## src/sv/fkin_pkg.sv

```systemverilog
// ----------------------------------------------------------------------------
// fkin_pkg
// Shared constants, payload types and helper functions of the six-axis
// forward kinematics pipeline.
// ----------------------------------------------------------------------------
package fkin_pkg;

	localparam int ANGLE_W = 16;
	localparam int POS_W   = 18;
	localparam int NJ      = 6;
	localparam int NROT    = 30;
	localparam int NSQ     = 32;
	localparam int ZW      = 36;
	localparam int CW      = 36;
	localparam int MW      = 34;
	localparam int PW      = 52;
	localparam int VW      = 36;
	localparam int AW      = 34;
	localparam int QSH     = 33 - ANGLE_W;
	localparam int ASH     = 33 - ANGLE_W;
	localparam int PSH     = 48 - POS_W;

	localparam logic signed [ZW-1:0] PI_Q30      = ZW'(64'sd3373259426);
	localparam logic signed [ZW-1:0] HALF_PI_Q30 = ZW'(64'sd1686629713);
	localparam logic signed [CW-1:0] GAIN_Q30    = CW'(64'sd652032874);
	localparam logic signed [MW-1:0] ONE_Q30     = MW'(64'sd1073741824);
	localparam logic signed [2*MW:0] RND_Q30     = (2*MW+1)'(64'sd536870912);

	localparam logic [15:0] RST_D1   = 16'd17170;
	localparam logic [15:0] RST_A3   = 16'd14746;
	localparam logic [15:0] RST_D4   = 16'd15001;
	localparam logic [15:0] RST_D6   = 16'd3604;
	localparam logic [15:0] RST_ZOFF = 16'd1442;

	// link numbers, joint 1 is link 0
	localparam logic [2:0] LK1 = 3'd0;
	localparam logic [2:0] LK2 = 3'd1;
	localparam logic [2:0] LK3 = 3'd2;
	localparam logic [2:0] LK4 = 3'd3;
	localparam logic [2:0] LK5 = 3'd4;
	localparam logic [2:0] LK6 = 3'd5;

	typedef enum logic [2:0] {
		REG_D1   = 3'd0,
		REG_A3   = 3'd1,
		REG_D4   = 3'd2,
		REG_D6   = 3'd3,
		REG_ZOFF = 3'd4
	} reg_idx_t;

	typedef logic signed [MW-1:0] mval_t;
	typedef logic signed [PW-1:0] pval_t;
	typedef logic signed [VW-1:0] vval_t;
	typedef logic signed [AW-1:0] aval_t;

	typedef struct packed {
		logic [15:0] d1;
		logic [15:0] a3;
		logic [15:0] d4;
		logic [15:0] d6;
		logic [15:0] zoff;
	} cfg_t;

	typedef struct packed {
		logic signed [CW-1:0] x;
		logic signed [CW-1:0] y;
		logic signed [ZW-1:0] z;
		logic                 neg;
	} rot_lane_t;

	typedef rot_lane_t [NJ-1:0] rot_vec_t;

	typedef struct packed {
		mval_t c;
		mval_t s;
	} cs_t;

	// col[j][r]: column j, row r
	typedef struct packed {
		cs_t   [NJ-1:0]  cs;
		mval_t [2:0][2:0] col;
		pval_t [2:0]     p;
	} link_t;

	typedef struct packed {
		logic [63:0]             n;
		logic [63:0]             r;
		mval_t                   py;
		mval_t                   yx;
		mval_t                   yy;
		mval_t                   rx;
		mval_t                   ry;
		logic [2:0][POS_W-1:0]   pos;
	} sq_t;

	typedef struct packed {
		vval_t x;
		vval_t y;
		aval_t z;
		logic  zero;
	} vec_lane_t;

	// lanes: pitch, yaw, roll
	typedef struct packed {
		vec_lane_t [2:0]       ln;
		logic                  gimbal;
		logic [2:0][POS_W-1:0] pos;
	} vec_t;

	function automatic logic [30:0] atan_q30(input logic [4:0] i);
		logic [30:0] v;
		case (i)
			5'd0: v = 31'd843314857;
			5'd1: v = 31'd497837829;
			5'd2: v = 31'd263043837;
			5'd3: v = 31'd133525159;
			5'd4: v = 31'd67021687;
			5'd5: v = 31'd33543516;
			5'd6: v = 31'd16775851;
			5'd7: v = 31'd8388437;
			5'd8: v = 31'd4194283;
			5'd9: v = 31'd2097149;
			default: v = 31'(32'h4000_0000 >> i);
		endcase
		return v;
	endfunction

	function automatic logic [POS_W-1:0] pos_pack(input pval_t v);
		pval_t t;
		pval_t hi;
		pval_t lo;
		hi = PW'((64'sd1 <<< (POS_W - 1)) - 64'sd1);
		lo = -hi - PW'(1);
		t = (v + (PW'(64'sd1) <<< (PSH - 1))) >>> PSH;
		if (t > hi)
			t = hi;
		else if (t < lo)
			t = lo;
		return t[POS_W-1:0];
	endfunction

	function automatic logic [ANGLE_W-1:0] ang_pack(input aval_t v);
		aval_t t;
		aval_t hi;
		aval_t lo;
		hi = AW'((64'sd1 <<< (ANGLE_W - 1)) - 64'sd1);
		lo = -hi - AW'(1);
		t = (v + (AW'(64'sd1) <<< (ASH - 1))) >>> ASH;
		if (t > hi)
			t = hi;
		else if (t < lo)
			t = lo;
		return t[ANGLE_W-1:0];
	endfunction

	// quadrant fold ahead of the vectoring rotation
	function automatic vec_lane_t vec_start(input vval_t x, input vval_t y);
		vec_lane_t l;
		l.zero = (x == '0) && (y == '0);
		l.x = x;
		l.y = y;
		l.z = '0;
		if (x < 0) begin
			if (y >= 0) begin
				l.x = y;
				l.y = -x;
				l.z = AW'(HALF_PI_Q30);
			end else begin
				l.x = -y;
				l.y = x;
				l.z = -AW'(HALF_PI_Q30);
			end
		end
		return l;
	endfunction

endpackage

```

## src/sv/fkin_rot_cell.sv

```systemverilog
// ----------------------------------------------------------------------------
// fkin_rot_cell
// One rotation-mode CORDIC step for all six joint sine/cosine lanes.
// ----------------------------------------------------------------------------
module fkin_rot_cell import fkin_pkg::*; (
	input  logic     clk,
	input  logic     en,
	input  logic [4:0] step,
	input  rot_vec_t d,
	output rot_vec_t q
);

	rot_vec_t nx;

	always_comb begin
		nx = d;
		for (int j = 0; j < NJ; j++) begin
			if (!d[j].z[ZW-1]) begin
				nx[j].x = d[j].x - (d[j].y >>> step);
				nx[j].y = d[j].y + (d[j].x >>> step);
				nx[j].z = d[j].z - ZW'(atan_q30(step));
			end else begin
				nx[j].x = d[j].x + (d[j].y >>> step);
				nx[j].y = d[j].y - (d[j].x >>> step);
				nx[j].z = d[j].z + ZW'(atan_q30(step));
			end
		end
	end

	always_ff @(posedge clk) begin
		if (en)
			q <= nx;
	end

endmodule

```

## config.mk

```make
export PLATFORM = sky130hd
export DESIGN_NAME = fkin_rot_cell
export DESIGN_NICKNAME = d
export VERILOG_FILES = /design/src/sv/fkin_pkg.sv /design/src/sv/fkin_rot_cell.sv
export SDC_FILE = /design/constraint.sdc
export NUM_CORES = 2
export LEC_CHECK = 0
export BUFFER_PORTS_ARGS = -buffer_cell sky130_fd_sc_hd__buf_2
export CAP_MARGIN = 40
export CELL_PAD_IN_SITES_DETAIL_PLACEMENT = 1
export CELL_PAD_IN_SITES_GLOBAL_PLACEMENT = 2
export CORE_ASPECT_RATIO = 1.25
export CORE_MARGIN = 1.5
export CORE_UTILIZATION = 34
export CTS_CLUSTER_DIAMETER = 120
export DETAILED_ROUTE_END_ITERATION = 10
export PLACE_DENSITY = 0.87
export SYNTH_ARGS = -nofsm -noshare
export SYNTH_HDL_FRONTEND = slang
export SYNTH_SLANG_ARGS = --single-unit
```

## constraint.sdc

```tcl
create_clock -name clk -period 8.2 [get_ports clk]
set_input_delay 1.23 -clock clk [delete_from_list [all_inputs] [get_ports clk]]
set_output_delay 1.23 -clock clk [all_outputs]
set_load 0.03 [all_outputs]
```

# Word-level counts from Yosys, hierarchy flattened
# Index checks and enable logic that the tools add are counted.
# classes
add_sub_neg,36
n_eq_ne,9
shifts,13
mux,19
reduce_logical,1
# ops
op,n
two-way mux 108 bit,6
adder 36 bit,12
>>> shifter 36 x 5 -> 36 bit,12
subtractor 36 bit,12
two-way mux 31 bit,12
one-hot mux 31 bit (10 select lines),1
adder 36 x 31 -> 36 bit,6
subtractor 36 x 31 -> 36 bit,6
"right shift 31 x 5 -> 31 bit, first input constant",1
"equality test 5 x 3 -> 1 bit, second input constant",4
"equality test 5 x 2 -> 1 bit, second input constant",2
"equality test 5 x 4 -> 1 bit, second input constant",2
"equality test 5 x 1 -> 1 bit, second input constant",1
logical NOT 5 bit,1
# word_totals
regBits,654
inputBits,661

# Depth between registers and ports, before layout
# depth
word_depth,5
mapped_depth,37
mapped_depth_nobuf,25

# Worst setup path before layout
# No wires, ideal clock.
# synth_timing
path_type,input -> register
from,in step[4]
to,"reg q[36] in the netlist's numbering, data pin"
setup_time_ns,0.262
t_arrival_ns,8.156
required_ns,7.938
path_slack_ns,-0.218
path_stages,31
path_buffers,14
path_cell_list,buf_2 buf_2 buf_1 clkbuf_1 buf_1 clkbuf_1 buf_1 buf_2 buf_2 buf_2 clkbuf_1 clkbuf_1 o22ai_1 inv_1 ha_1 clkbuf_1 clkbuf_1 nand4_1 o311ai_0 o21ai_0 ha_1 a21o_1 a21o_1 a221o_1 a211oi_1 a31oi_1 o41ai_1 nand3b_1 a31o_2 a21oi_1 xor2_1
# synth_lines
element,line_no,source
"start, declared",fkin_rot_cell.sv:8,"input logic [4:0] step,"
"end signal, assigned",fkin_rot_cell.sv:32,q <= nx;
"end, declared",fkin_rot_cell.sv:10,output rot_vec_t q

==> results_dict.tcl <==
set metrics [dict create \
    num_io_pins 1315 \
    combPwrFrac_pct 59.1 \
    hpwl_um 386000 \
    fp.dieW_um 465 \
    period_share_pct 92.9 \
    worstMarginPinSlew_ns 1.01 \
    syn-instance-count 9785 \
    slew-limit-headroom_pct 32.7 \
    critical-path-slowest-cell "mux4_2" \
    p_leak_nw 44.3 \
    max_cap_violations 0 \
    endpoint_kind "register" \
    numCtsBuffers 77 \
    max_freq_mhz 131 \
    cts_tree "built" \
    internal-power_mw 11.6 \
    cp_max_fo 29 \
    yosys_warnings 0 \
    gp_congestion 1.02 \
    min_period_ns 7.62 \
    die-area_mm2 0.270 \
    ir_drop_uv 193 \
    via_count 91700 \
    p_clk_share_pct 16.8 \
    hp-class "in2reg" \
    finalHoldViolations 0 \
    status "complete, but fails checks" \
    syn_to_final_growth_pct 16.2 \
    cts-resized-gates 0 \
    drc 318 \
    switching_share_pct 47.9 \
    rsz0062_at_grt "false" \
    worstSetupPathType "in2reg" \
    drive_gt1_share_pct 24.9 \
    net-switching-power_mw 10.7 \
    finalPower_mw 22.3 \
    seq_power_share_pct 24.1 \
    violations "DRC" \
    grt_pass1_wl_um 667000 \
    clk_pin_slew_ns 0.06 \
    synth_area_leaders "edfxtp_1, mux4_2, ha_1, xnor2_1, a21oi_1" \
    critPathLaunchType "input port" \
    cp_slowest_stage_delay_ns 0.62 \
    synth_top_cell_area_share_pct 21.6 \
    power_density_mw_per_mm2 211 \
    track_usage_pct 33.5 \
    fin_ws_ns 0.579 \
    synth_top_area_cell "edfxtp_1" \
    ys_async_sr_fraction_pct 0 \
    setup_violations 0 \
    overflow 0 \
    hold_buffers 0 \
    grt_max_degree 124 \
    ant_nets 0 \
    arrival_ns 8.10 \
    start_util_pct 34.1 \
    synth_seq_cells 654 \
    wl_per_cell_um 31.9 \
    syn_area_mm2 0.0909 \
    dpl.cell_count 14500 \
    syn_nets 11100 \
    viasPerCell 6.20 \
    syn_area_per_cell_um2 9.29 \
    antenna_found_initial 156 \
    largest_registers "q x654" \
    finalNonFillerCells 14800 \
    io_buffers 1314 \
    clk_path_buf_depth 3 \
    synth_common_cells "a21oi_1, nor2_1, nand2_1" \
    clock-sinks 654 \
    first_global_vias 93100 \
    largest_reg_flops 654 \
    yosys_most_used_dff "edfxtp_1" \
    finalNetCount 12400 \
    slew_viol_final 0 \
    root_buffer "clkbuf_16" \
    top_register "q" \
    drt_iter0_markers 7932 \
    required_ns 8.68 \
    htreeDepth 3 \
    synth_edf_count 654 \
    synth_most_common_cell "a21oi_1" \
    ys_types 124 \
    firstDrtPassIters 11 \
    num_rows 212 \
    routed_wl_um 472000 \
    place_ws_ns -0.0883 \
    die_y_um 581 \
    cts_setup_buffers 0 \
    core_mm2 0.266 \
    synth_seq_area_share_pct 21.6 \
]
==> critical path: cells and delay by family <==
| family | cells | cell delay (ns) |
|---|---|---|
| adder cells (fa/ha/maj) | 2 | 0.56 |
| buffers and inverters | 4 | 0.67 |
| AO/OA/AOI/OAI | 9 | 2.51 |
| multiplexers | 2 | 1.15 |
| AND/OR/NAND/NOR | 6 | 1.64 |
| XOR/XNOR | 2 | 0.28 |
==> area by class of cell <==
| cell class | count | area, µm² |
|---|---|---|
| fill | 31100 | 161000 |
| multi-input combinational | 8316 | 67200 |
| sequential | 654 | 19600 |
| timing repair buffer | 1757 | 10400 |
| tap | 3531 | 4420 |
| clock buffer | 87 | 1960 |
| inverter | 267 | 1030 |
| clock inverter | 55 | 693 |
| antenna | 128 | 320 |
==> power by group through the flow <==
stage	sequential, mW	combinational, mW	clock [mW]
finish	5.37	13.2	3.74
global route	5.43	13.9	3.91
CTS	5.38	13.0	3.82
detailed placement	5.42	12.9	0
global placement	5.41	12.7	0
floorplan	7.12	6.49	0
==> per-stage QoR <==
step                util [%]  cell area, µm²  TNS [ns]  hold slack, ns
floorplan                  -           90900         0            1.33
global placement        38.5          103000  -0.00555            1.41
detailed placement      38.5          103000   -0.0883            1.41
CTS                     39.5          105000         0           0.614
global route            39.6          105000         0           0.647
finish                  39.7          106000         0           0.665
==> routing by layer <==
layer / vias up / GRT usage (%) / wire length [µm]
li1: 40000 / - / -
met1: 45900 / 37.0 / 169000
met2: 4424 / 57.1 / 229000
met3: 1329 / 5.67 / 32700
met4: 62 / 25.7 / 41800
met5: - / 0 / 399
==> kinds of logic after synthesis <==
| family | synth area share, % |
|---|---|
| muxes | 21.4 |
| buffers and inverters | 4.64 |
| and+or+nand+nor | 13.7 |
| DFF | 21.6 |
| AOI/OAI and AO/OA | 20.1 |
| xor gates and xnor gates | 9.21 |
| adders and majority gates | 9.33 |
==> final timing paths <==
check,startpoint,depth (start not counted),to,slack [ns]
setup / recovery,step[1],25,q[617],0.58
hold / removal,d[109],1,q[109],0.67
==> cell usage in the layout (no fill, tap or decap), types with 262 or more instances in the layout <==
cell type / Yosys / final
a21o_1: 332 / 332
a21oi_1: 929 / 929
buf_2: 129 / 1306
buf_4: 56 / 406
edfxtp_1: 654 / 654
ha_1: 649 / 649
inv_1: 263 / 262
mux2i_1: 382 / 382
mux4_2: 551 / 551
nand2_1: 772 / 771
nor2_1: 849 / 841
o21ai_0: 558 / 557
xnor2_1: 591 / 591
xor2_1: 365 / 365
Power figures use the tool's default switching activity.
