==> src/sv/fkin_pkg.sv <==
// ----------------------------------------------------------------------------
// fkin_pkg
// Shared constants, payload types and helper functions of the six-axis
// forward kinematics pipeline.
// ----------------------------------------------------------------------------
package fkin_pkg;

	localparam int ANGLE_W = 16;
	localparam int POS_W   = 18;
	localparam int NJ      = 6;
	localparam int NROT    = 30;
	localparam int NSQ     = 32;
	localparam int ZW      = 36;
	localparam int CW      = 36;
	localparam int MW      = 34;
	localparam int PW      = 52;
	localparam int VW      = 36;
	localparam int AW      = 34;
	localparam int QSH     = 33 - ANGLE_W;
	localparam int ASH     = 33 - ANGLE_W;
	localparam int PSH     = 48 - POS_W;

	localparam logic signed [ZW-1:0] PI_Q30      = ZW'(64'sd3373259426);
	localparam logic signed [ZW-1:0] HALF_PI_Q30 = ZW'(64'sd1686629713);
	localparam logic signed [CW-1:0] GAIN_Q30    = CW'(64'sd652032874);
	localparam logic signed [MW-1:0] ONE_Q30     = MW'(64'sd1073741824);
	localparam logic signed [2*MW:0] RND_Q30     = (2*MW+1)'(64'sd536870912);

	localparam logic [15:0] RST_D1   = 16'd17170;
	localparam logic [15:0] RST_A3   = 16'd14746;
	localparam logic [15:0] RST_D4   = 16'd15001;
	localparam logic [15:0] RST_D6   = 16'd3604;
	localparam logic [15:0] RST_ZOFF = 16'd1442;

	// link numbers, joint 1 is link 0
	localparam logic [2:0] LK1 = 3'd0;
	localparam logic [2:0] LK2 = 3'd1;
	localparam logic [2:0] LK3 = 3'd2;
	localparam logic [2:0] LK4 = 3'd3;
	localparam logic [2:0] LK5 = 3'd4;
	localparam logic [2:0] LK6 = 3'd5;

	typedef enum logic [2:0] {
		REG_D1   = 3'd0,
		REG_A3   = 3'd1,
		REG_D4   = 3'd2,
		REG_D6   = 3'd3,
		REG_ZOFF = 3'd4
	} reg_idx_t;

	typedef logic signed [MW-1:0] mval_t;
	typedef logic signed [PW-1:0] pval_t;
	typedef logic signed [VW-1:0] vval_t;
	typedef logic signed [AW-1:0] aval_t;

	typedef struct packed {
		logic [15:0] d1;
		logic [15:0] a3;
		logic [15:0] d4;
		logic [15:0] d6;
		logic [15:0] zoff;
	} cfg_t;

	typedef struct packed {
		logic signed [CW-1:0] x;
		logic signed [CW-1:0] y;
		logic signed [ZW-1:0] z;
		logic                 neg;
	} rot_lane_t;

	typedef rot_lane_t [NJ-1:0] rot_vec_t;

	typedef struct packed {
		mval_t c;
		mval_t s;
	} cs_t;

	// col[j][r]: column j, row r
	typedef struct packed {
		cs_t   [NJ-1:0]  cs;
		mval_t [2:0][2:0] col;
		pval_t [2:0]     p;
	} link_t;

	typedef struct packed {
		logic [63:0]             n;
		logic [63:0]             r;
		mval_t                   py;
		mval_t                   yx;
		mval_t                   yy;
		mval_t                   rx;
		mval_t                   ry;
		logic [2:0][POS_W-1:0]   pos;
	} sq_t;

	typedef struct packed {
		vval_t x;
		vval_t y;
		aval_t z;
		logic  zero;
	} vec_lane_t;

	// lanes: pitch, yaw, roll
	typedef struct packed {
		vec_lane_t [2:0]       ln;
		logic                  gimbal;
		logic [2:0][POS_W-1:0] pos;
	} vec_t;

	function automatic logic [30:0] atan_q30(input logic [4:0] i);
		logic [30:0] v;
		case (i)
			5'd0: v = 31'd843314857;
			5'd1: v = 31'd497837829;
			5'd2: v = 31'd263043837;
			5'd3: v = 31'd133525159;
			5'd4: v = 31'd67021687;
			5'd5: v = 31'd33543516;
			5'd6: v = 31'd16775851;
			5'd7: v = 31'd8388437;
			5'd8: v = 31'd4194283;
			5'd9: v = 31'd2097149;
			default: v = 31'(32'h4000_0000 >> i);
		endcase
		return v;
	endfunction

	function automatic logic [POS_W-1:0] pos_pack(input pval_t v);
		pval_t t;
		pval_t hi;
		pval_t lo;
		hi = PW'((64'sd1 <<< (POS_W - 1)) - 64'sd1);
		lo = -hi - PW'(1);
		t = (v + (PW'(64'sd1) <<< (PSH - 1))) >>> PSH;
		if (t > hi)
			t = hi;
		else if (t < lo)
			t = lo;
		return t[POS_W-1:0];
	endfunction

	function automatic logic [ANGLE_W-1:0] ang_pack(input aval_t v);
		aval_t t;
		aval_t hi;
		aval_t lo;
		hi = AW'((64'sd1 <<< (ANGLE_W - 1)) - 64'sd1);
		lo = -hi - AW'(1);
		t = (v + (AW'(64'sd1) <<< (ASH - 1))) >>> ASH;
		if (t > hi)
			t = hi;
		else if (t < lo)
			t = lo;
		return t[ANGLE_W-1:0];
	endfunction

	// quadrant fold ahead of the vectoring rotation
	function automatic vec_lane_t vec_start(input vval_t x, input vval_t y);
		vec_lane_t l;
		l.zero = (x == '0) && (y == '0);
		l.x = x;
		l.y = y;
		l.z = '0;
		if (x < 0) begin
			if (y >= 0) begin
				l.x = y;
				l.y = -x;
				l.z = AW'(HALF_PI_Q30);
			end else begin
				l.x = -y;
				l.y = x;
				l.z = -AW'(HALF_PI_Q30);
			end
		end
		return l;
	endfunction

endpackage

==> src/sv/fkin_sqrt_cell.sv <==
// ----------------------------------------------------------------------------
// fkin_sqrt_cell
// One restoring square-root step, two radicand bits per cell.
// ----------------------------------------------------------------------------
module fkin_sqrt_cell import fkin_pkg::*; (
	input  logic       clk,
	input  logic       en,
	input  logic [4:0] step,
	input  sq_t        d,
	output sq_t        q
);

	sq_t nx;
	logic [63:0] bt;
	logic [63:0] t;

	always_comb begin
		nx = d;
		bt = 64'h4000_0000_0000_0000 >> {step, 1'b0};
		t = d.r + bt;
		if (d.n >= t) begin
			nx.n = d.n - t;
			nx.r = (d.r >> 1) + bt;
		end else begin
			nx.r = d.r >> 1;
		end
	end

	always_ff @(posedge clk) begin
		if (en)
			q <= nx;
	end

endmodule

==> config.mk <==
export PLATFORM = sky130hd
export DESIGN_NAME = fkin_sqrt_cell
export DESIGN_NICKNAME = d
export VERILOG_FILES = /design/src/sv/fkin_pkg.sv /design/src/sv/fkin_sqrt_cell.sv
export SDC_FILE = /design/constraint.sdc
export NUM_CORES = 1
export LEC_CHECK = 0
export BUFFER_PORTS_ARGS = -buffer_cell sky130_fd_sc_hd__clkbuf_2
export CORE_AREA = 10 10 271 273
export CTS_CLUSTER_SIZE = 20
export DETAILED_ROUTE_END_ITERATION = 10
export DIE_AREA = 0 0 281 283
export PLACE_DENSITY_LB_ADDON = 0.08
export SLEW_MARGIN = 20
export SYNTH_ARGS = -nofsm -noshare
export SYNTH_HDL_FRONTEND = slang
export SYNTH_SLANG_ARGS = --single-unit
==> constraint.sdc <==
create_clock -name clk -period 5.84 [get_ports clk]
set_clock_uncertainty 0.15 [all_clocks]
set_input_delay 0.292 -clock clk [delete_from_list [all_inputs] [get_ports clk]]
set_output_delay 0.292 -clock clk [all_outputs]
set_load 0.02 [all_outputs]
Yosys cells after proc, flatten, opt, wreduce, memory -nomap -nowiden:

Index checks and enable logic that the tools add are counted.
Widths: inputs -> output; s select.

* latch bits: 0
* memories: 0
* memory bits (read-only): 0
* RAM bits: 0
* bits in registers: 352
* word-level logic and storage cells: 18

* div/mod/pow operators: 0
* reduce and logical (&&, ||, !) cells: 0
* bitwise operators: 0
* equal/unequal tests: 0
* add/sub/neg operators: 3
* shift operators: 1
* magnitude comparators: 1
* multipliers: 0
* multiplexer cells: 2

Operator list (number)
* $add 63x64->64: 1
* $add 64x64->64: 1
* $ge 64x64->1: 1
* $mux 64: 1
* $shr 63x6->64 const A: 1
* $sub 64x64->64: 1
* $mux 63: 1

Logic depth before layout (Yosys ltp):

* word-level depth: 4
* mapped depth: 29

Least setup slack after synthesis:

OpenSTA, ideal clock, no wires.

* path kind: in2reg
* start point: in step[0]
* end point: reg q[335] in the netlist's numbering (data pin)
* stages on the path: 28
* path slack: -0.200 ns
* data required time: 5.432 ns
* data arrival time: 5.632 ns
* path through: or2_2 > clkbuf_1 > nor2_1 > ha_1 > a31o_1 > a31oi_1 > o31ai_4 > a211oi_4 > a22o_4 > o21ai_2 > a221o_2 > a21oi_2 > inv_1 > a31oi_1 > xor2_1 > ha_1 > clkbuf_1 > a21o_1 > a21o_1 > a21oi_1 > nand2_1 > o41a_1 > a221o_1 > buf_2 > buf_6 > buf_6 > nor2_1 > a21oi_2

RTL lines
* start: declaration: RTL line fkin_sqrt_cell.sv:8 `input logic [4:0] step,`
* end signal: assignment: RTL line fkin_sqrt_cell.sv:31 `q <= nx;`
* end: declaration: RTL line fkin_sqrt_cell.sv:10 `output sq_t q`

==> impl_metrics.env <==
export IMPL_outcome="complete, no violations"
export IMPL_ys_types=91
export IMPL_wl_mm=88.33
export IMPL_fin_crit_ns=5.622
export IMPL_drt_pre_antenna_iters=5
export IMPL_cp_arrival_ns=5.79
export IMPL_synth_edf_count=352
export IMPL_fin_area_um2=32380
export IMPL_timing_final_hold_violations=0
export IMPL_criticalPathCategory="primary input to flop"
export IMPL_ant_nets=0
export IMPL_cts_sinks=352
export IMPL_antenna_found_initial=14
export IMPL_synth_warnings=0
export IMPL_min_period_over_period=0.9626
export IMPL_crit_path_top_delay_cell="a221oi_4"
export IMPL_drive_gt1_frac=0.3673
export IMPL_irDropWorstVdd_v=0.0002106
export IMPL_synthFlopType="edfxtp_1"
export IMPL_num_vias=20410
export IMPL_syn_inst=1946
export IMPL_finalNonFillerCells=4172
export IMPL_wl_per_cell_um=21.17
export IMPL_worst_pin_slew_ns=0.8973
export IMPL_top_regs="q (352)"
export IMPL_cts_htree_levels=2
export IMPL_grt_overflow_total=0
export IMPL_grt_start_max_net_pins=141
export IMPL_gp_congestion=0.9070
export IMPL_path_max_fanout=7
export IMPL_min_path_type="primary input to flop"
export IMPL_cp_data_required_time_ns=6.01
export IMPL_critPathMostFrequentCell="a21o_1"
export IMPL_die_y_um=283
export IMPL_leakage_nw=14.01
export IMPL_fmax_ghz=0.1779
export IMPL_post_dp_cell_area_um2=27650
export IMPL_start_util=0.3067
export IMPL_root_buffer="clkbuf_16"
export IMPL_ys_ff_latch=352
export IMPL_coreArea_um2=68110
export IMPL_first_iter_violations=1185
export IMPL_whs_path_depth=3
export IMPL_path_buf_inv=4
export IMPL_fin_nets=3745
export IMPL_worstHoldStart="d[233]"
export IMPL_critPathLaunchType="primary input"
export IMPL_avgSynthCellArea_um2=10.73
export IMPL_grt_use_total=0.2119
export IMPL_syn_area_um2=20890
export IMPL_die_area_um2=79520
export IMPL_fillCellCount=6502
export IMPL_cts_tree="built"
export IMPL_io_buffers=710
export IMPL_postSynth_asyncResetShare=0
export IMPL_maxCapViolations=0
export IMPL_max_slew_margin=0.4018
export IMPL_die_w_um=281
export IMPL_areaGrowthSynthToFinish_pct=55.02
export IMPL_setup_viol=0
export IMPL_cp_top_family="compound AO/OA/AOI/OAI gates"
export IMPL_fin_setup_tns_ns=0
export IMPL_multi_input_area_um2=9978
export IMPL_maxSlewViolCount=0
export IMPL_grt_pass1_wl_mm=129.2
export IMPL_power_density_nw_per_um2=250.0
export IMPL_via_per_inst=4.891
export IMPL_largest_reg_flops=352
export IMPL_clockBufferDepth=3
export IMPL_rsz0062_at_grt="yes"
export IMPL_drc=0
export IMPL_cts_buffers=44
export IMPL_grt_pass1_vias=21140
export IMPL_min_to="q[232]"
export IMPL_seq_area_um2=10570
export IMPL_top_register="q"
export IMPL_clkTransAtPathRegs_ns=0.05
export IMPL_synth_nets=2432
export IMPL_critical_path_max_stage_delay_ns=0.42
export IMPL_place_inst=3776
export IMPL_worst_hold_slack_ns=0.02502
export IMPL_io_pins=711
export IMPL_rows=96
export IMPL_synth_seq_area_share=0.5060
export IMPL_end_kind="flop"
export IMPL_place_hpwl_mm=71.31
-- Yosys cell counts, types with 23 or more instances --
cell      count  area, um^2
edfxtp_1    352       10570
nand2_1     199       747.0
nor2_1      182       683.2
a21oi_1     159       795.8
ha_1        126        1577
o21ai_0     121       605.6
xor2_1       93       814.5
xnor2_1      87       762.0
a31oi_1      52       325.3
clkbuf_1     45       168.9
nand4_1      43       269.0
a21o_1       40       300.3
inv_1        34       127.6
nand3_1      30       150.1
o21bai_1     28       210.2
a21oi_2      23       201.4
-- per-stage QoR --
stage / util / power (mW) / worst slack, ns
2_1_floorplan: - / 4.282 / 0.02165
3_3_place_gp: 0.4059 / 5.268 / -0.4580
3_5_place_dp: 0.4059 / 5.277 / -0.5241
4_1_cts: 0.4727 / 8.195 / 0.08343
5_1_grt: 0.4755 / 8.470 / -0.01549
6_report: 0.4755 / 8.096 / 0.2183
-- metal layers --
metal | global-route usage | share of wire | vias to the layer above
li1 | - | - | 9925
met1 | 0.2470 | 0.40 | 9790
met2 | 0.3864 | 0.52 | 551
met3 | 0.04603 | 0.058 | 120
met4 | 0.05122 | 0.022 | 20
met5 | 0 | 0.0015 | -
-- cell usage in the layout, fill, tap and decap left out, types with 87 or more instances in the layout --
cell type and n:
xnor2_1 87, nor2_1 176, edfxtp_1 352, clkbuf_2 708, xor2_1 93, o21ai_0 114
buf_4 307, nand2_1 198, a21oi_1 153, ha_1 123, dlygate4sd3_1 315
-- repair_timing --
action / 4_1_cts / 5_1_grt
endpoints found under the hold margin: 316 / 0
hold buffers: 316 / 0
setup buffers: 0 / 3
endpoints found under the setup margin: 0 / 126
gates resized for setup: 0 / 35
-- where the power goes --
group	switching [mW]	internal (mW)
Clock	1.11	1.57
Combinational	1.32	0.937
Sequential	0.0836	3.08
Total	2.51	5.58
-- area by class of cell --
class                   instances  share of cell area
flip-flops and latches        352              0.3264
multi-input cells            1486              0.3081
repair buffers               1341              0.2845
clock buffers                  53             0.03505
well taps                     882             0.03408
clock inverters                23            0.007766
inverters                      34            0.003941
diodes                          1          0.00007728
-- worst max-delay path by stage --
stage               startpoint  endpoint  slack (ns)  cells after the start
global placement       step[0]    q[277]       -0.46                     26
CTS                     d[234]    q[277]        0.08                     22
global route           step[0]    q[226]       -0.02                     28
floorplan              step[0]    q[335]        0.02                     28
finish                 step[0]    q[279]        0.22                     26
detailed placement     step[0]    q[277]       -0.52                     26
-- logic make-up after synthesis --
family,share of synthesized area
compound gates,0.1772
simple gates,0.1391
flops,0.5060
buf+inv,0.02534
fa+ha+maj,0.07691
xor+xnor,0.07547
Power figures use the tool's default switching activity.
