===== src/sv/fkin_pkg.sv =====
// ----------------------------------------------------------------------------
// fkin_pkg
// Shared constants, payload types and helper functions of the six-axis
// forward kinematics pipeline.
// ----------------------------------------------------------------------------
package fkin_pkg;

	localparam int ANGLE_W = 16;
	localparam int POS_W   = 18;
	localparam int NJ      = 6;
	localparam int NROT    = 30;
	localparam int NSQ     = 32;
	localparam int ZW      = 36;
	localparam int CW      = 36;
	localparam int MW      = 34;
	localparam int PW      = 52;
	localparam int VW      = 36;
	localparam int AW      = 34;
	localparam int QSH     = 33 - ANGLE_W;
	localparam int ASH     = 33 - ANGLE_W;
	localparam int PSH     = 48 - POS_W;

	localparam logic signed [ZW-1:0] PI_Q30      = ZW'(64'sd3373259426);
	localparam logic signed [ZW-1:0] HALF_PI_Q30 = ZW'(64'sd1686629713);
	localparam logic signed [CW-1:0] GAIN_Q30    = CW'(64'sd652032874);
	localparam logic signed [MW-1:0] ONE_Q30     = MW'(64'sd1073741824);
	localparam logic signed [2*MW:0] RND_Q30     = (2*MW+1)'(64'sd536870912);

	localparam logic [15:0] RST_D1   = 16'd17170;
	localparam logic [15:0] RST_A3   = 16'd14746;
	localparam logic [15:0] RST_D4   = 16'd15001;
	localparam logic [15:0] RST_D6   = 16'd3604;
	localparam logic [15:0] RST_ZOFF = 16'd1442;

	// link numbers, joint 1 is link 0
	localparam logic [2:0] LK1 = 3'd0;
	localparam logic [2:0] LK2 = 3'd1;
	localparam logic [2:0] LK3 = 3'd2;
	localparam logic [2:0] LK4 = 3'd3;
	localparam logic [2:0] LK5 = 3'd4;
	localparam logic [2:0] LK6 = 3'd5;

	typedef enum logic [2:0] {
		REG_D1   = 3'd0,
		REG_A3   = 3'd1,
		REG_D4   = 3'd2,
		REG_D6   = 3'd3,
		REG_ZOFF = 3'd4
	} reg_idx_t;

	typedef logic signed [MW-1:0] mval_t;
	typedef logic signed [PW-1:0] pval_t;
	typedef logic signed [VW-1:0] vval_t;
	typedef logic signed [AW-1:0] aval_t;

	typedef struct packed {
		logic [15:0] d1;
		logic [15:0] a3;
		logic [15:0] d4;
		logic [15:0] d6;
		logic [15:0] zoff;
	} cfg_t;

	typedef struct packed {
		logic signed [CW-1:0] x;
		logic signed [CW-1:0] y;
		logic signed [ZW-1:0] z;
		logic                 neg;
	} rot_lane_t;

	typedef rot_lane_t [NJ-1:0] rot_vec_t;

	typedef struct packed {
		mval_t c;
		mval_t s;
	} cs_t;

	// col[j][r]: column j, row r
	typedef struct packed {
		cs_t   [NJ-1:0]  cs;
		mval_t [2:0][2:0] col;
		pval_t [2:0]     p;
	} link_t;

	typedef struct packed {
		logic [63:0]             n;
		logic [63:0]             r;
		mval_t                   py;
		mval_t                   yx;
		mval_t                   yy;
		mval_t                   rx;
		mval_t                   ry;
		logic [2:0][POS_W-1:0]   pos;
	} sq_t;

	typedef struct packed {
		vval_t x;
		vval_t y;
		aval_t z;
		logic  zero;
	} vec_lane_t;

	// lanes: pitch, yaw, roll
	typedef struct packed {
		vec_lane_t [2:0]       ln;
		logic                  gimbal;
		logic [2:0][POS_W-1:0] pos;
	} vec_t;

	function automatic logic [30:0] atan_q30(input logic [4:0] i);
		logic [30:0] v;
		case (i)
			5'd0: v = 31'd843314857;
			5'd1: v = 31'd497837829;
			5'd2: v = 31'd263043837;
			5'd3: v = 31'd133525159;
			5'd4: v = 31'd67021687;
			5'd5: v = 31'd33543516;
			5'd6: v = 31'd16775851;
			5'd7: v = 31'd8388437;
			5'd8: v = 31'd4194283;
			5'd9: v = 31'd2097149;
			default: v = 31'(32'h4000_0000 >> i);
		endcase
		return v;
	endfunction

	function automatic logic [POS_W-1:0] pos_pack(input pval_t v);
		pval_t t;
		pval_t hi;
		pval_t lo;
		hi = PW'((64'sd1 <<< (POS_W - 1)) - 64'sd1);
		lo = -hi - PW'(1);
		t = (v + (PW'(64'sd1) <<< (PSH - 1))) >>> PSH;
		if (t > hi)
			t = hi;
		else if (t < lo)
			t = lo;
		return t[POS_W-1:0];
	endfunction

	function automatic logic [ANGLE_W-1:0] ang_pack(input aval_t v);
		aval_t t;
		aval_t hi;
		aval_t lo;
		hi = AW'((64'sd1 <<< (ANGLE_W - 1)) - 64'sd1);
		lo = -hi - AW'(1);
		t = (v + (AW'(64'sd1) <<< (ASH - 1))) >>> ASH;
		if (t > hi)
			t = hi;
		else if (t < lo)
			t = lo;
		return t[ANGLE_W-1:0];
	endfunction

	// quadrant fold ahead of the vectoring rotation
	function automatic vec_lane_t vec_start(input vval_t x, input vval_t y);
		vec_lane_t l;
		l.zero = (x == '0) && (y == '0);
		l.x = x;
		l.y = y;
		l.z = '0;
		if (x < 0) begin
			if (y >= 0) begin
				l.x = y;
				l.y = -x;
				l.z = AW'(HALF_PI_Q30);
			end else begin
				l.x = -y;
				l.y = x;
				l.z = -AW'(HALF_PI_Q30);
			end
		end
		return l;
	endfunction

endpackage


===== src/sv/fkin_vec_cell.sv =====
// ----------------------------------------------------------------------------
// fkin_vec_cell
// One vectoring-mode CORDIC step for the pitch, yaw and roll lanes.
// ----------------------------------------------------------------------------
module fkin_vec_cell import fkin_pkg::*; (
	input  logic       clk,
	input  logic       en,
	input  logic [4:0] step,
	input  vec_t       d,
	output vec_t       q
);

	vec_t nx;

	always_comb begin
		nx = d;
		for (int k = 0; k < 3; k++) begin
			if (!d.ln[k].y[VW-1]) begin
				nx.ln[k].x = d.ln[k].x + (d.ln[k].y >>> step);
				nx.ln[k].y = d.ln[k].y - (d.ln[k].x >>> step);
				nx.ln[k].z = d.ln[k].z + AW'(atan_q30(step));
			end else begin
				nx.ln[k].x = d.ln[k].x - (d.ln[k].y >>> step);
				nx.ln[k].y = d.ln[k].y + (d.ln[k].x >>> step);
				nx.ln[k].z = d.ln[k].z - AW'(atan_q30(step));
			end
		end
	end

	always_ff @(posedge clk) begin
		if (en)
			q <= nx;
	end

endmodule


===== config.mk =====
export PLATFORM = sky130hd
export DESIGN_NAME = fkin_vec_cell
export DESIGN_NICKNAME = d
export VERILOG_FILES = /design/src/sv/fkin_pkg.sv /design/src/sv/fkin_vec_cell.sv
export SDC_FILE = /design/constraint.sdc
export NUM_CORES = 2
export LEC_CHECK = 0
export ABC_AREA = 1
export BUFFER_PORTS_ARGS = -buffer_cell sky130_fd_sc_hd__buf_2
export CORE_UTILIZATION = 45
export CTS_BUF_LIST = sky130_fd_sc_hd__clkbuf_4
export CTS_CLUSTER_DIAMETER = 120
export DETAILED_ROUTE_END_ITERATION = 6
export PLACE_DENSITY = 0.66
export SYNTH_ARGS = -nofsm -noshare
export SYNTH_HDL_FRONTEND = slang
export SYNTH_SLANG_ARGS = --single-unit
export TNS_END_PERCENT = 30

===== constraint.sdc =====
create_clock -name clk -period 13.4 [get_ports clk]
set_input_delay 1.34 -clock clk [delete_from_list [all_inputs] [get_ports clk]]
set_output_delay 1.34 -clock clk [all_outputs]
set_load 0.005 [all_outputs]

# After elaboration in Yosys (flattened, before gate mapping)

Cells that the tools add are included.
Widths: inputs -> output; s select.

Bits in registers: 376
Output and inout port bits: 376
Input port bits: 383

$add $sub $neg: 18
Mux-type cells: 10
Shifts and indexed selects: 7
Reductions and logical operators: 1
Equal/unequal tests: 9

Operator list:

| operator              | number |
|---|---|
| $mux 106              | 3 |
| $pmux 31 s10          | 1 |
| $add 36x36->36        | 6 |
| $sshr 36x5->36        | 6 |
| $sub 36x36->36        | 6 |
| $mux 31               | 6 |
| $add 34x31->34        | 3 |
| $sub 34x31->34        | 3 |
| $shr 31x5->31 const A | 1 |
| $eq 5x3->1 const B    | 4 |
| $eq 5x2->1 const B    | 2 |
| $eq 5x4->1 const B    | 2 |
| $eq 5x1->1 const B    | 1 |
| $logic_not 5->1       | 1 |

# Logic depth before layout (Yosys ltp)

Depth after elaboration: 5
Depth in mapped cells: 35

# Least setup slack after synthesis

No wires, ideal clock.

Path kind: input -> register
From: input step[4]
To: register q[81] in the netlist's numbering (data pin)
Arrival time: 4961 ps
Path slack: 8180 ps
Stages on the path: 31
Buffers on the path: 2
Library setup time: 260 ps
Required time: 13140 ps
Cell sequence: buf_4 -> nor2_1 -> buf_6 -> nand2_2 -> nand2_2 -> nor2_4 -> inv_1 -> nor2_4 -> nand2_2 -> a21oi_2 -> ha_1 -> nand2_1 -> nor2_2 -> nand2_1 -> nor3_1 -> xor2_1 -> nand2_1 -> o21ai_0 -> ha_1 -> a21oi_1 -> inv_1 -> a31oi_1 -> o21ai_0 -> a21oi_1 -> inv_1 -> nand2_1 -> nand2_1 -> nand2_1 -> nand2_1 -> a21boi_0 -> xnor2_1

RTL lines:

| element                | line                | RTL |
|---|---|---|
| start: declaration     | fkin_vec_cell.sv:8  | `input logic [4:0] step,` |
| end signal: assignment | fkin_vec_cell.sv:32 | `q <= nx;` |
| end: declaration       | fkin_vec_cell.sv:10 | `output vec_t q` |

==> results.toml <==
[status]
result_of_the_run = "complete, but fails checks"
violations = "design-rule violations"

[clock_network]
hold_buffers = 0
clk_pin_slew_ps = 90
clock_tree.root_cell = "sky130_fd_sc_hd__clkbuf_4"
cts-root-to-sink-buffers = 3
cts_repair_resize_count = 0
cts-buffers-inserted = 102
clock_sinks = 376
htree_levels = 3
postCtsSetupBuffers = 0
cts_tree = "yes"

[sta]
setup_viol = 0
final_max_slew_violation_count = 0
setup_tns_ps = 0
final.period_utilization_pct = 52.0
period_minus_slack_ps = 6970
final-hold-violation-count = 0
maxClockFrequency_ghz = 0.143
finalWorstSetupSlack_ps = 6430
worst_pin_slew_ps = 1020
rsz0062_at_grt = "no"
tightest_slew_margin_relative_to_the_limit_pct = 31.5

[power]
power.share.combinational_pct = 53.1
power.internal_mw = 3.32
ir_drop_uv = 82.1
power.share.clock_pct = 17.9
power.net_switching_mw = 2.85
power.sequential.fraction_pct = 29.0
switching_power_as_a_share_of_total_power_pct = 46.1
leakagePower_nw = 27.8
p_per_area_nw_per_um2 = 112

[route]
route.vias.total = 57818
first_iter_violations = 7115
postRouteAntennaNets = 0
drt_pass1_iterations = 7
post_detailed_route_wirelength_per_cell_um = 22.0
aggregate_routed_wire_length_um = 220000
drc = 1
post_drt_via_cell_ratio = 5.78

[placed_design]
buffer_ports.inserted = 758
dp_slack_ps = 5580
detailedPlacementHpwl_um = 181000
gp_congestion = 1.05
place.detailed.instances = 9798

[logic_synthesis]
synth_compound_area_share_pct = 11.5
synth_simple_gate_area_share_pct = 41.7
synth.ff_latch_count = 376
synth.yosys.seq_area_share_pct = 23.0
syn_avg_cell_area_sq_um = 6.23
post_synth_fa_ha_maj_area_fraction_pct = 8.42
synth.area.mux_share_pct = 0
ys_async_rst_share_pct = 0
synth_xor_xnor_area_share_pct = 7.55
top_area_cell_type_share_of_the_netlist_area_pct = 23.0
yosys.cell_types.count = 57
synth_top_family_by_area = "simple AND/OR/NAND/NOR gates"
synthDominantAreaCellType = "sky130_fd_sc_hd__edfxtp_1"
synth.yosys.warnings = 0
synthesis.instances = 7876
dominantRegCellSynth = "sky130_fd_sc_hd__edfxtp_1"
synth_top_cells_by_area = "sky130_fd_sc_hd__edfxtp_1, sky130_fd_sc_hd__nand2_1, sky130_fd_sc_hd__nand3_1"
syn-cell-area_sq_um = 49100
number_of_enable_type_register_cells_in_the_synthesized_netlist = 376
syn-num-nets = 8584

[floorplanning]
dieHeight_um = 332
initial_core_util_pct = 45.6
boundaryPins = 759
chipWidth_um = 332
row_count = 120
die-area_sq_um = 110000
core_region_area_sq_um = 108000

[global_route]
grt_antenna_before_repair = 33
grt_max_degree = 120
grt_pass1_vias = 52190
grt_pass1_wl_um = 322000
grt_util_all_layers_pct = 38.2
overflow = 0

[cells_and_area]
final_cell_count_no_fill = 10002
top_register = "q"
largest_registers_in_the_final_layout = "q: 376 flops"
synthToLayoutAreaGrowth_pct = 12.0
multi_input_area_sq_um = 34000
largest_register_ff_count = 376
num-nets-final = 9207
regArea_sq_um = 11300
post_route_cells_drive_above_1_share_pct = 12.5
final.fill_count = 11561

[min_path]
whs_endpoint = "q[3]"
worst_hold_startpoint = "d[3]"
worstHoldPathCells = 1
worst_hold_path_type = "in -> reg"

[setup_path]
worstSetupPathType = "in -> reg"
worst_setup_path_end_kind = "flip-flop"
start_kind = "input pin"
crit_path_max_fanout = 89
worst_ep_arrival_time_ps = 7710
critPathRequiredTime_ps = 14130

[flow_run]
max_cap_viol_count = 0
[cells by family (layout without fill, tap and decap cells)]
group                    after synthesis  in the layout
XOR/XNOR                             418            418
AO/OA/AOI/OAI                       1014           1014
buffers and inverters                932           1629
other                                  0             26
AND/OR/NAND/NOR                     4811           4811
adder cells (fa/ha/maj)              325            325
flip-flops                           376            376
[how the worst max path moves through the flow]
| stage | slack [ps] | endpoint | cells past startpoint | from |
|---|---|---|---|---|
| floorplan | 8180 | q[81] | 31 | step[4] |
| global placement | 5620 | q[89] | 27 | step[2] |
| detailed placement | 5580 | q[89] | 27 | step[2] |
| CTS | 6670 | q[89] | 27 | step[2] |
| global route | 6130 | q[89] | 27 | step[2] |
| finish | 6430 | q[374] | 26 | step[1] |
[final cells by class]
type	instances	area share (%)
Inverter	659	4.53
Clock buffer	138	1.88
Clock inverter	40	0.528
Sequential cell	376	20.5
Timing Repair Buffer	792	7.42
Multi-Input combinational cell	6568	61.8
Tap cell	1403	3.19
Antenna cell	26	0.118
[per-layer routing]
layer	wire, um	track usage [%]	share of wire [%]	up-vias
met3	22900	8.03	10	424
met2	93700	57.7	42	3128
met5	57	0	0.026	-
met1	95100	53.1	43	26547
met4	8770	14.5	4.0	10
li1	-	-	-	27709
[through the flow]
step	cell area [sq um]	total power [mW]	util, %	hold WS (ps)
floorplan	49100	3.80	-	1440
finish	55000	6.17	51.1	481
global placement	53600	5.00	49.8	1520
global route	55000	6.55	51.1	448
CTS	54900	6.13	51.0	402
detailed placement	53600	4.99	49.8	1520
[cell usage after synthesis, drive strengths merged, types with 3 or more instances]
| master | n |
|---|---|
| xor2 | 283 |
| nand3 | 1244 |
| and3 | 4 |
| ha | 316 |
| a211oi | 11 |
| nand4 | 55 |
| o2111ai | 3 |
| o21bai | 10 |
| a31oi | 80 |
| xnor2 | 132 |
| o21a | 18 |
| buf | 201 |
| inv | 658 |
| nand2 | 2699 |
| o31ai | 3 |
| o211ai | 24 |
| o21ai | 344 |
| a21o | 35 |
| edfxtp | 376 |
| xor3 | 3 |
| a21boi | 14 |
| o221ai | 13 |
| fa | 9 |
| clkbuf | 72 |
| nand3b | 51 |
| a21oi | 454 |
| nor4 | 27 |
| and2 | 4 |
| nor2 | 657 |
| nor3 | 60 |
| nor4b | 8 |
[critical path, stage by stage]
cell and delay [ps]:
sky130_fd_sc_hd__buf_6 200, sky130_fd_sc_hd__inv_6 560, sky130_fd_sc_hd__buf_4 680, sky130_fd_sc_hd__buf_4 720
sky130_fd_sc_hd__nand3_1 230, sky130_fd_sc_hd__nand3_1 150, sky130_fd_sc_hd__nand3_1 140, sky130_fd_sc_hd__o211ai_1 140
sky130_fd_sc_hd__nand2_1 190, sky130_fd_sc_hd__inv_1 100, sky130_fd_sc_hd__ha_1 160, sky130_fd_sc_hd__nand2_1 70
sky130_fd_sc_hd__nor2_2 190, sky130_fd_sc_hd__inv_1 80, sky130_fd_sc_hd__nor2_1 270, sky130_fd_sc_hd__a21oi_1 130
sky130_fd_sc_hd__nand2_1 90, sky130_fd_sc_hd__o21ai_1 120, sky130_fd_sc_hd__ha_1 430, sky130_fd_sc_hd__nand2_1 130
sky130_fd_sc_hd__nor2_1 290, sky130_fd_sc_hd__inv_1 100, sky130_fd_sc_hd__nor4_1 600, sky130_fd_sc_hd__o21ai_0 260
sky130_fd_sc_hd__nand3_1 160, sky130_fd_sc_hd__xor2_1 80
[cell usage in the layout (no fill, tap or decap), types with 33 or more instances in the layout]
| cell | instances |
|---|---|
| sky130_fd_sc_hd__nand2_1 | 2676 |
| sky130_fd_sc_hd__nand3_1 | 1242 |
| sky130_fd_sc_hd__buf_2 | 752 |
| sky130_fd_sc_hd__inv_1 | 635 |
| sky130_fd_sc_hd__nor2_1 | 613 |
| sky130_fd_sc_hd__a21oi_1 | 429 |
| sky130_fd_sc_hd__edfxtp_1 | 376 |
| sky130_fd_sc_hd__ha_1 | 316 |
| sky130_fd_sc_hd__o21ai_0 | 310 |
| sky130_fd_sc_hd__xor2_1 | 283 |
| sky130_fd_sc_hd__clkbuf_4 | 138 |
| sky130_fd_sc_hd__xnor2_1 | 132 |
| sky130_fd_sc_hd__a31oi_1 | 80 |
| sky130_fd_sc_hd__nor3_1 | 56 |
| sky130_fd_sc_hd__nand4_1 | 54 |
| sky130_fd_sc_hd__nand3b_1 | 51 |
| sky130_fd_sc_hd__buf_4 | 36 |
| sky130_fd_sc_hd__a21o_1 | 35 |
| sky130_fd_sc_hd__o21ai_1 | 33 |
[power by group through the flow]
stage	sequential (mW)	combinational [mW]	clock [mW]
2_1_floorplan	1.83	1.97	0
3_3_place_gp	1.81	3.19	0
3_5_place_dp	1.81	3.18	0
4_1_cts	1.79	3.20	1.14
5_1_grt	1.81	3.55	1.18
6_report	1.79	3.27	1.10
Note: power is estimated with default switching activity, not from simulation.
